<file path="config.mk">
export PLATFORM = sky130hd
export DESIGN_NAME = dual_motor_limit_interlock_core
export DESIGN_NICKNAME = d
export VERILOG_FILES = /design/src/sv/dmli_pkg.sv /design/src/sv/dual_motor_limit_interlock_core.sv
export VERILOG_INCLUDE_DIRS = /design/src /design/src/sv
export SDC_FILE = /design/constraint.sdc
export NUM_CORES = 1
export LEC_CHECK = 0
export BUFFER_PORTS_ARGS = -buffer_cell sky130_fd_sc_hd__buf_4
export CAP_MARGIN = 20
export CORE_UTILIZATION = 28
export DETAILED_ROUTE_END_ITERATION = 12
export PLACE_DENSITY = 0.43
export SYNTH_ARGS = -nofsm -noshare
export SYNTH_HDL_FRONTEND = slang
export SYNTH_SLANG_ARGS = --single-unit
</file>
<file path="constraint.sdc">
create_clock -name clk -period 5.5 [get_ports clk]
set_input_delay 1.1 -clock clk [delete_from_list [all_inputs] [get_ports clk]]
set_output_delay 1.1 -clock clk [all_outputs]
set_load 0.01 [all_outputs]
</file>
<file path="src/sv/dual_motor_limit_interlock_core_macros.svh">
// assertion helpers for the interlock core
// both expect clk and rst_n in the scope of use
`ifndef DUAL_MOTOR_LIMIT_INTERLOCK_CORE_MACROS_SVH
`define DUAL_MOTOR_LIMIT_INTERLOCK_CORE_MACROS_SVH

// same-cycle implication
`define DMLI_ASSERT_NOW(lbl, ante, cons, msg) \
  lbl: assert property (@(posedge clk) disable iff (!rst_n) (ante) |-> (cons)) \
    else $error(msg);

// next-cycle implication
`define DMLI_ASSERT_NEXT(lbl, ante, cons, msg) \
  lbl: assert property (@(posedge clk) disable iff (!rst_n) (ante) |=> (cons)) \
    else $error(msg);

`endif

</file>
<file path="src/sv/dmli_pkg.sv">
`timescale 1ns / 1ps
`default_nettype none

package dmli_pkg;

  // result outcome codes
  typedef enum logic [1:0] {
    OUTCOME_APPLIED   = 2'd0,
    OUTCOME_OTHER     = 2'd1,
    OUTCOME_BAD_CHAN  = 2'd2,
    OUTCOME_LIMIT_EVT = 2'd3
  } outcome_t;

  // config register indexes
  typedef enum logic [2:0] {
    CFG_OWN_INSTANCE  = 3'd0,
    CFG_LEFT_FWD_FN   = 3'd1,
    CFG_LEFT_REV_FN   = 3'd2,
    CFG_RIGHT_FWD_FN  = 3'd3,
    CFG_RIGHT_REV_FN  = 3'd4
  } cfg_idx_t;

  localparam logic [7:0]         NONE_FUNCTION = 8'd255;
  localparam logic signed [15:0] DUTY_RAW_MIN  = 16'sh8000;
  localparam logic signed [15:0] DUTY_NEG_MAX  = -16'sd32767;
  localparam logic [15:0]        DEADBAND      = 16'd33;
  localparam logic [15:0]        COUNT_MAX     = 16'hFFFF;

  // pwm magnitude of a stored duty, zero inside the deadband
  function automatic logic [14:0] magnitude_of(input logic signed [15:0] d);
    logic [15:0] m;
    m = d[15] ? 16'(-d) : 16'(d);
    if (m < DEADBAND) begin
      m = 16'd0;
    end
    return m[14:0];
  endfunction

endpackage

`default_nettype wire

</file>
<file path="src/sv/dual_motor_limit_interlock_core.sv">
`timescale 1ns / 1ps
`default_nettype none

// Two-channel H-bridge duty controller with limit-switch interlock. Each input
// transfer is a speed command (in_command = 0) or a limit sensor event
// (in_command = 1), and each one yields exactly one result transfer holding the
// full output picture: both PWM magnitudes and directions, enable and limit
// flags, the outcome code and the two saturating counters. It takes one item per
// clock unless the output stalls; an item passes the input register, then the
// result register, with all decode, clamp and interlock logic between. Config
// (own instance, four limit function ids, 255 = unused) is written via the cfg_
// port (always ready) by the user only while no item is in flight, unenforced.
module dual_motor_limit_interlock_core (
  input  wire               clk,
  input  wire               rst_n,
  // command / event channel
  input  wire               in_valid,
  output logic              in_stall,
  input  wire               in_command,
  input  wire  [2:0]        in_target_instance,
  input  wire  [1:0]        in_channel,
  input  wire               in_enable,
  input  wire  signed [15:0] in_duty,
  input  wire  [7:0]        in_sensor_function,
  input  wire               in_sensor_state,
  // result channel
  output logic              out_valid,
  input  wire               out_stall,
  output logic [14:0]       out_left_magnitude,
  output logic              out_left_forward,
  output logic [14:0]       out_right_magnitude,
  output logic              out_right_forward,
  output logic [1:0]        out_enabled_flags,
  output logic [3:0]        out_limit_flags,
  output logic [1:0]        out_outcome,
  output logic [15:0]       out_command_total,
  output logic [15:0]       out_error_total,
  // configuration write channel
  input  wire               cfg_valid,
  output logic              cfg_ready,
  input  wire  [2:0]        cfg_index,
  input  wire  [7:0]        cfg_data
);

  // ---------------------------------------------------------------------------
  // configuration registers
  // ---------------------------------------------------------------------------
  logic [2:0] own_r;
  logic [7:0] fwd_fn_r [2];   // forward limit function id per channel
  logic [7:0] rev_fn_r [2];   // reverse limit function id per channel

  assign cfg_ready = 1'b1;

  always_ff @(posedge clk) begin
    if (!rst_n) begin
      own_r       <= 3'd0;
      fwd_fn_r[0] <= dmli_pkg::NONE_FUNCTION;
      fwd_fn_r[1] <= dmli_pkg::NONE_FUNCTION;
      rev_fn_r[0] <= dmli_pkg::NONE_FUNCTION;
      rev_fn_r[1] <= dmli_pkg::NONE_FUNCTION;
    end else if (cfg_valid && cfg_ready) begin
      case (dmli_pkg::cfg_idx_t'(cfg_index))
        dmli_pkg::CFG_OWN_INSTANCE: own_r       <= cfg_data[2:0];
        dmli_pkg::CFG_LEFT_FWD_FN:  fwd_fn_r[0] <= cfg_data;
        dmli_pkg::CFG_LEFT_REV_FN:  rev_fn_r[0] <= cfg_data;
        dmli_pkg::CFG_RIGHT_FWD_FN: fwd_fn_r[1] <= cfg_data;
        dmli_pkg::CFG_RIGHT_REV_FN: rev_fn_r[1] <= cfg_data;
        default: ;  // indexes past the register list are dropped
      endcase
    end
  end

  // ---------------------------------------------------------------------------
  // handshake: input register feeds the result register whenever the result
  // register is empty or being drained this cycle
  // ---------------------------------------------------------------------------
  logic s1_vld_r;
  logic out_vld_r;
  logic advance;
  logic take_in;

  assign advance  = s1_vld_r && (!out_vld_r || !out_stall);
  assign in_stall = s1_vld_r && !advance;
  assign take_in  = in_valid && !in_stall;

  // input register payload
  logic               s1_cmd_r;
  logic [2:0]         s1_tgt_r;
  logic [1:0]         s1_ch_r;
  logic               s1_en_r;
  logic signed [15:0] s1_duty_r;
  logic [7:0]         s1_func_r;
  logic               s1_sstate_r;

  always_ff @(posedge clk) begin
    if (!rst_n) begin
      s1_vld_r <= 1'b0;
    end else if (take_in) begin
      s1_vld_r <= 1'b1;
    end else if (advance) begin
      s1_vld_r <= 1'b0;
    end
  end

  always_ff @(posedge clk) begin
    if (take_in) begin
      s1_cmd_r    <= in_command;
      s1_tgt_r    <= in_target_instance;
      s1_ch_r     <= in_channel;
      s1_en_r     <= in_enable;
      s1_duty_r   <= in_duty;
      s1_func_r   <= in_sensor_function;
      s1_sstate_r <= in_sensor_state;
    end
  end

  // ---------------------------------------------------------------------------
  // channel state
  // ---------------------------------------------------------------------------
  logic signed [15:0] duty_r [2];
  logic [1:0]         dir_r;     // 1 forward
  logic [1:0]         en_r;
  logic [1:0]         flim_r;
  logic [1:0]         rlim_r;
  logic [15:0]        acc_cnt_r;
  logic [15:0]        err_cnt_r;

  logic signed [15:0] duty_nxt [2];
  logic [1:0]         dir_nxt;
  logic [1:0]         en_nxt;
  logic [1:0]         flim_nxt;
  logic [1:0]         rlim_nxt;
  logic [15:0]        acc_cnt_nxt;
  logic [15:0]        err_cnt_nxt;
  dmli_pkg::outcome_t outcome_nxt;

  logic               ch_sel;
  logic signed [15:0] duty_clamped;

  assign ch_sel       = s1_ch_r[0];
  // -32768 has no positive twin in Q1.15, pull it in to -32767
  assign duty_clamped = (s1_duty_r == dmli_pkg::DUTY_RAW_MIN) ? dmli_pkg::DUTY_NEG_MAX
                                                              : s1_duty_r;

  always_comb begin
    logic signed [15:0] cmd_d;
    logic               cmd_fwd;

    duty_nxt    = duty_r;
    dir_nxt     = dir_r;
    en_nxt      = en_r;
    flim_nxt    = flim_r;
    rlim_nxt    = rlim_r;
    acc_cnt_nxt = acc_cnt_r;
    err_cnt_nxt = err_cnt_r;
    outcome_nxt = dmli_pkg::OUTCOME_APPLIED;
    cmd_d       = 16'sd0;
    cmd_fwd     = 1'b1;

    if (!s1_cmd_r) begin
      // speed command
      if (s1_tgt_r != own_r) begin
        outcome_nxt = dmli_pkg::OUTCOME_OTHER;
      end else if (s1_ch_r[1]) begin
        if (err_cnt_r != dmli_pkg::COUNT_MAX) begin
          err_cnt_nxt = err_cnt_r + 16'd1;
        end
        outcome_nxt = dmli_pkg::OUTCOME_BAD_CHAN;
      end else begin
        // disable drives zero, which reads as forward
        cmd_d   = s1_en_r ? duty_clamped : 16'sd0;
        cmd_fwd = !cmd_d[15];
        // interlock: no motion into an active limit, direction still follows
        if ((cmd_fwd && flim_r[ch_sel]) || (!cmd_fwd && rlim_r[ch_sel])) begin
          cmd_d = 16'sd0;
        end
        duty_nxt[ch_sel] = cmd_d;
        dir_nxt[ch_sel]  = cmd_fwd;
        en_nxt[ch_sel]   = s1_en_r;
        if (acc_cnt_r != dmli_pkg::COUNT_MAX) begin
          acc_cnt_nxt = acc_cnt_r + 16'd1;
        end
      end
    end else begin
      // limit event, every matching register is updated
      outcome_nxt = dmli_pkg::OUTCOME_LIMIT_EVT;
      for (int i = 0; i < 2; i++) begin
        if (fwd_fn_r[i] != dmli_pkg::NONE_FUNCTION && s1_func_r == fwd_fn_r[i]) begin
          flim_nxt[i] = s1_sstate_r;
          if (s1_sstate_r && duty_nxt[i] > 16'sd0) begin
            duty_nxt[i] = 16'sd0;
            dir_nxt[i]  = 1'b1;
          end
        end
        if (rev_fn_r[i] != dmli_pkg::NONE_FUNCTION && s1_func_r == rev_fn_r[i]) begin
          rlim_nxt[i] = s1_sstate_r;
          if (s1_sstate_r && duty_nxt[i] < 16'sd0) begin
            duty_nxt[i] = 16'sd0;
            dir_nxt[i]  = 1'b1;
          end
        end
      end
    end
  end

  // state commits together with the result register load
  always_ff @(posedge clk) begin
    if (!rst_n) begin
      duty_r[0] <= 16'sd0;
      duty_r[1] <= 16'sd0;
      dir_r     <= 2'b00;
      en_r      <= 2'b00;
      flim_r    <= 2'b00;
      rlim_r    <= 2'b00;
      acc_cnt_r <= 16'd0;
      err_cnt_r <= 16'd0;
    end else if (advance) begin
      duty_r    <= duty_nxt;
      dir_r     <= dir_nxt;
      en_r      <= en_nxt;
      flim_r    <= flim_nxt;
      rlim_r    <= rlim_nxt;
      acc_cnt_r <= acc_cnt_nxt;
      err_cnt_r <= err_cnt_nxt;
    end
  end

  // ---------------------------------------------------------------------------
  // result register
  // ---------------------------------------------------------------------------
  logic [14:0]        out_lmag_r;
  logic [14:0]        out_rmag_r;
  logic [1:0]         out_dir_r;
  logic [1:0]         out_en_r;
  logic [3:0]         out_lim_r;
  dmli_pkg::outcome_t out_outcome_r;
  logic [15:0]        out_acc_r;
  logic [15:0]        out_err_r;

  always_ff @(posedge clk) begin
    if (!rst_n) begin
      out_vld_r <= 1'b0;
    end else if (advance) begin
      out_vld_r <= 1'b1;
    end else if (!out_stall) begin
      out_vld_r <= 1'b0;
    end
  end

  always_ff @(posedge clk) begin
    if (advance) begin
      out_lmag_r    <= dmli_pkg::magnitude_of(duty_nxt[0]);
      out_rmag_r    <= dmli_pkg::magnitude_of(duty_nxt[1]);
      out_dir_r     <= dir_nxt;
      out_en_r      <= en_nxt;
      out_lim_r     <= {rlim_nxt[1], flim_nxt[1], rlim_nxt[0], flim_nxt[0]};
      out_outcome_r <= outcome_nxt;
      out_acc_r     <= acc_cnt_nxt;
      out_err_r     <= err_cnt_nxt;
    end
  end

  assign out_valid           = out_vld_r;
  assign out_left_magnitude  = out_lmag_r;
  assign out_left_forward    = out_dir_r[0];
  assign out_right_magnitude = out_rmag_r;
  assign out_right_forward   = out_dir_r[1];
  assign out_enabled_flags   = out_en_r;
  assign out_limit_flags     = out_lim_r;
  assign out_outcome         = out_outcome_r;
  assign out_command_total   = out_acc_r;
  assign out_error_total     = out_err_r;

  // ---------------------------------------------------------------------------
  // assertions
  // ---------------------------------------------------------------------------
`include "dual_motor_limit_interlock_core_macros.svh"

  // state only moves when an item reaches the result register
  `DMLI_ASSERT_NEXT(a_count_hold, !advance, $stable(acc_cnt_r) && $stable(err_cnt_r), "counter moved without a transfer")
  // interlock: a channel never holds a duty that drives into an active limit
  `DMLI_ASSERT_NOW(a_left_interlock, flim_r[0] || rlim_r[0], !(flim_r[0] && duty_r[0] > 16'sd0) && !(rlim_r[0] && duty_r[0] < 16'sd0), "left channel drives into active limit")
  `DMLI_ASSERT_NOW(a_right_interlock, flim_r[1] || rlim_r[1], !(flim_r[1] && duty_r[1] > 16'sd0) && !(rlim_r[1] && duty_r[1] < 16'sd0), "right channel drives into active limit")

endmodule

`default_nettype wire

</file>
# Word-level counts from Yosys, hierarchy flattened
# Memories as Yosys holds them, arrays and structs flattened.
# Index checks and enable logic that the tools add are counted.
# word_totals
register_bits	181
latchBits	0
mem_bits_rw	32
romBits	0
output_inout_bits	75
memories	2
# mem_list
name	depth	word_bits	rd	rd_clocked_by_memory_dff	write_ports	line	rtl
fwd_fn_r	2	8	2	0	2	dual_motor_limit_interlock_core.sv:49	logic [7:0] fwd_fn_r [2];
rev_fn_r	2	8	2	0	2	dual_motor_limit_interlock_core.sv:50	logic [7:0] rev_fn_r [2];
# op_classes
add_sub_neg	4
mul	0
div	0
magnitude_cmp	10
n_eq_ne	17
shift	0
mux	87
bitwise	5
reduce_logical	26
# op_table
cell	count
16-bit 2-to-1 mux	27
32-bit 2-to-1 mux	3
1-bit 2-to-1 mux	38
16-bit by 1-bit adder with 16-bit output, second input constant	2
32-bit bitwise mux	1
8-bit == test	4
16-bit by 1-bit > comparator with 1-bit output, second input constant	2
16-bit by 1-bit less-than comparator with 1-bit output, second input constant	2
16-bit by 6-bit less-than comparator with 1-bit output, second input constant	2
8-bit 2-to-1 mux	4
16-bit inequality test, second input constant	2
8-bit inequality test, second input constant	4
16-bit negation	2
2-bit 2-to-1 mux	10
16-bit demux with 1-bit select	1
16-bit == test, second input constant	1
1-bit logical AND	15
3-bit by 2-bit == test with 1-bit output, second input constant	2
1-bit logical NOT	5
2-bit bitwise mux	2
1-bit OR	4
3-bit by 1-bit == test with 1-bit output, second input constant	1
3-bit == test, second input constant	1
3-bit logical NOT	1
other kinds (12)	13

# Depth between registers and ports, before layout
# depth
depth_word	17
ltp_mapped	17
depth_no_buf	14

# Worst setup path after synthesis
# No wires, ideal clock.
# synth_timing
path_kind	input -> register
from	input port out_stall
to	register out_acc_r[0] (netlist: out_command_total[0]), enable pin
setup_time_ns	0.465
arrival_ns	3.865
required_time_ns	5.035
slack_ns	1.170
path_stages	5
n_path_buf	2
cell_sequence	nand2_1 nand2_1 inv_2 clkbuf_1 clkbuf_1
# synth_via
elab_chain_cells	3
# synth_rtl
item	line	rtl
from (decl)	dual_motor_limit_interlock_core.sv:28	input wire out_stall,
1-bit logical NOT	--	
1-bit logical OR	dual_motor_limit_interlock_core.sv:82	assign advance = s1_vld_r && (!out_vld_r || !out_stall);
1-bit logical AND	dual_motor_limit_interlock_core.sv:82	
named net advance	dual_motor_limit_interlock_core.sv:79	logic advance;
to (signal assigned)	dual_motor_limit_interlock_core.sv:258	out_acc_r <= acc_cnt_nxt;
to (decl)	dual_motor_limit_interlock_core.sv:237	logic [15:0] out_acc_r;
# The timed path passes the listed nets, and every way through them passes these cells.
# A chain may end at the register's enable or synchronous reset.

# Final worst setup path
# layout_timing
from	register s1_func_r[4]
to	register out_rmag_r[3] (netlist: out_right_magnitude[3]), data pin
# layout_via
elab_chain_cells	12
elab_cells_between_ends	14
# layout_rtl
item	line	rtl
from (decl)	dual_motor_limit_interlock_core.sv:92	logic [7:0] s1_func_r;
from (signal assigned)	dual_motor_limit_interlock_core.sv:112	s1_func_r <= in_sensor_function;
8-bit == test	dual_motor_limit_interlock_core.sv:188	if (fwd_fn_r[i] != dmli_pkg::NONE_FUNCTION && s1_func_r == fwd_fn_r[i]) begin
1-bit logical AND	dual_motor_limit_interlock_core.sv:188	
16-bit 2-to-1 mux	dual_motor_limit_interlock_core.sv:188	
16-bit 2-to-1 mux	dual_motor_limit_interlock_core.sv:160	if (!s1_cmd_r) begin
16-bit by 1-bit less-than comparator with 1-bit output	dual_motor_limit_interlock_core.sv:197	if (s1_sstate_r && duty_nxt[i] < 16'sd0) begin
1-bit logical AND	dual_motor_limit_interlock_core.sv:197	
16-bit 2-to-1 mux	dual_motor_limit_interlock_core.sv:197	
16-bit 2-to-1 mux *	dual_motor_limit_interlock_core.sv:195	if (rev_fn_r[i] != dmli_pkg::NONE_FUNCTION && s1_func_r == rev_fn_r[i]) begin
32-bit 2-to-1 mux *	dual_motor_limit_interlock_core.sv:160	
16-bit negation	dmli_pkg.sv:32	m = d[15] ? 16'(-d) : 16'(d);
16-bit 2-to-1 mux *	dmli_pkg.sv:32	
16-bit by 6-bit less-than comparator with 1-bit output	dmli_pkg.sv:33	if (m < DEADBAND) begin
to (signal assigned)	dual_motor_limit_interlock_core.sv:253	out_rmag_r <= dmli_pkg::magnitude_of(duty_nxt[1]);
to (decl)	dual_motor_limit_interlock_core.sv:232	logic [14:0] out_rmag_r;
# Every way passes the cells marked *; elsewhere a longest branch is shown, timed or not. The select of a mux whose other input is x is not followed.

==> results.json <==
{
  "status": "finished, final reports clean",
  "cp_top_family": "compound AO/OA/AOI/OAI gates",
  "grt_usage_pct": 15.53,
  "vdd_drop_max_uv": 212.9,
  "final_util_pct": 34.59,
  "slowest_delay_ps": 610,
  "crit_required_ps": 5770,
  "finalNonFillerCells": 1707,
  "h-tree-depth": 1,
  "clk_path_buf_depth": 3,
  "grt_max_degree": 84,
  "worst_pin_slew_ps": 1025,
  "syn_area_per_cell_um2": 10.40,
  "rows": 72,
  "cts_setup_buffers": 0,
  "path_max_fanout": 6,
  "crit_slowest_cell": "nor3_1",
  "async_reset_ff_share_pct": 0,
  "grt-ovfl-total": 0,
  "mappedNetlistArea_um2": 10990,
  "pre_cts_ws_ps": 700.7,
  "start_kind": "flip-flop",
  "critPathKind": "reg2reg",
  "die-area_um2": 40040,
  "ant_nets": 0,
  "dp_hpwl_um": 22600,
  "path_clk_slew_ps": 60,
  "crit_path_end_kind": "flip-flop",
  "crit_buf_inv": 0,
  "final_common_cell": "buf_4",
  "hold_viol": 0,
  "setup_violations": 0,
  "root_buffer": "clkbuf_16",
  "cts_tree": "yes",
  "antenna_found_initial": 0,
  "yosysSeqAreaShare_pct": 51.19,
  "worstPathCellList": "xnor2_1, nand4_1, nor3_1, a31oi_1, o21ai_0, ha_1, nand2_1, a211oi_1, nand2b_4, or3b_1, a211o_1, a2111oi_4, a22oi_1",
  "wire_per_inst_um": 18.46,
  "relSlewSlack_pct": 31.49,
  "hold_buffers": 0,
  "clock_latency_ps": 560,
  "wl_met1_um": 15170,
  "wl_um": 31520,
  "drt-initial-drc-count": 503,
  "met2_length_um": 14470,
  "synthFlopType": "edfxtp_1",
  "synthesis.nets": 1109,
  "drive_gt1_share_pct": 19.60,
  "dp_cells": 1659,
  "setup_slack_ps": 641.9,
  "ios": 123,
  "ys_ff_latch": 213,
  "grt_pass1_wl_um": 49380,
  "fmax_mhz": 205.8,
  "arrival_ps": 5130,
  "post_cts_resized": 0,
  "n_antenna_cell": 0,
  "grt_pass1_vias": 8327,
  "initial_core_util_pct": 28.43,
  "final_cell_mix": "buf_4 (141), edfxtp_1 (136), nand2_1 (112)",
  "cts_made_buffers": 26,
  "io_buffer_count": 121,
  "tns_ps": 0,
  "powerDensity_nw_per_um2": 303.1,
  "drc": 0,
  "core-area_um2": 38650,
  "first_pass_iters": 6,
  "total_power_w": 0.004053,
  "cap_violations": 0,
  "clkSinkCount": 213,
  "place_congestion": 0.8445,
  "area_growth_pct": 21.66,
  "fin_nets": 1222,
  "yosys_warnings": 0,
  "rsz0062_at_grt": "no",
  "top_layer": "met4",
  "min_period_ps": 4858,
  "vias": 8423,
  "fin_crit_sh_pct": 88.33,
  "synth_edf_count": 136,
  "route.met3.wl_um": 1345,
  "final_max_slew_viol_count": 0,
  "min_path_type": "reg2reg",
  "die_h_um": 200.1,
  "clock_skew_ps": 18.55,
  "via_per_inst": 4.934,
  "ys_types": 89,
  "netlist_instances": 1057,
  "dieWidth_um": 200.1,
  "leakagePower_nw": 4.864
}
-- final cells by class --
cell class	instances	area, µm²
Clock buffer	30	685.7
Clock inverter	17	196.4
Fill cell	3909	25280
Inverter	12	47.55
Multi-Input combinational cell	774	5075
Sequential cell	213	5625
Tap cell	518	648.1
Timing Repair Buffer	143	1091
-- final timing paths --
check,slack (ps),startpoint,cells past startpoint,endpoint
hold reg to reg,500,en_r[1],2,en_r[1]
setup reg to reg,640,s1_func_r[4],13,out_right_magnitude[3]
setup / recovery,640,s1_func_r[4],13,out_right_magnitude[3]
hold / removal,500,en_r[1],2,en_r[1]
-- stage by stage --
step	area, µm²	hold slack, ps
floorplan	10990	461.3
global placement	12450	474.0
detailed placement	12460	486.4
CTS	13340	500.0
global route	13370	514.0
finish	13370	501.7
-- state kept, by name, indices dropped and copies added, names as in the netlist, 3 cells and up --
register,count
rev_fn_r,16
err_cnt_r,16
out_error_total,16
fwd_fn_r,16
duty_r,32
s1_tgt_r,3
out_right_magnitude,15
acc_cnt_r,16
out_command_total,16
s1_func_r,8
s1_duty_r,16
out_limit_flags,4
own_r,3
out_left_magnitude,15
-- synthesized netlist by cell type, drive strengths merged, types with 15 or more instances --
| cell | number | area share [%] |
|---|---|---|
| a21boi | 22 | 1.5 |
| a21oi | 31 | 1.5 |
| a22oi | 16 | 1.1 |
| a31oi | 18 | 1.2 |
| and2 | 27 | 1.5 |
| buf | 19 | 0.98 |
| clkbuf | 39 | 1.3 |
| dfxtp | 77 | 14 |
| edfxtp | 136 | 37 |
| nand2 | 113 | 3.9 |
| nand3 | 34 | 1.5 |
| nand4 | 23 | 1.3 |
| nor2 | 89 | 3.0 |
| nor3 | 19 | 0.87 |
| nor3b | 17 | 1.2 |
| o211a | 18 | 1.6 |
| o21ai | 51 | 2.4 |
| or3 | 15 | 0.95 |
| xnor2 | 70 | 5.6 |
| xor2 | 27 | 2.2 |
-- kinds of logic (layout without fill, tap and decap cells) --
logic type	Yosys count	after routing	synth area share, %
AOI/OAI and AO/OA	247	247	17.07
muxes	15	15	1.446
buffers and inverters	70	202	2.721
other	1	1	0.03412
and+or+nand+nor	410	410	19.36
DFF	213	213	51.19
adders and majority gates	4	4	0.4554
xor gates and xnor gates	97	97	7.731
-- per-layer routing --
layer / up-vias / track usage [%]
met5: - / 0
met4: 0 / 4.121
met3: 30 / 2.213
met2: 203 / 24.99
met1: 4034 / 21.73
li1: 4156 / -
-- power by group --
part / internal, W / total [W] / switching [W] / leakage, nW
Clock: 0.00104 / 0.00175 / 0.000712 / 0.426
Sequential: 0.00178 / 0.00186 / 0.0000707 / 1.92
Combinational: 0.000190 / 0.000444 / 0.000255 / 2.51
-- worst register-to-register path, stage by stage, from the launching register on --
cell	delay, ps
edfxtp_1	530
xnor2_1	200
nand4_1	100
nor3_1	610
a31oi_1	320
o21ai_0	480
ha_1	310
nand2_1	130
a211oi_1	420
nand2b_4	110
or3b_1	380
a211o_1	330
a2111oi_4	500
a22oi_1	160
Note: power is estimated with default switching activity, not from simulation.
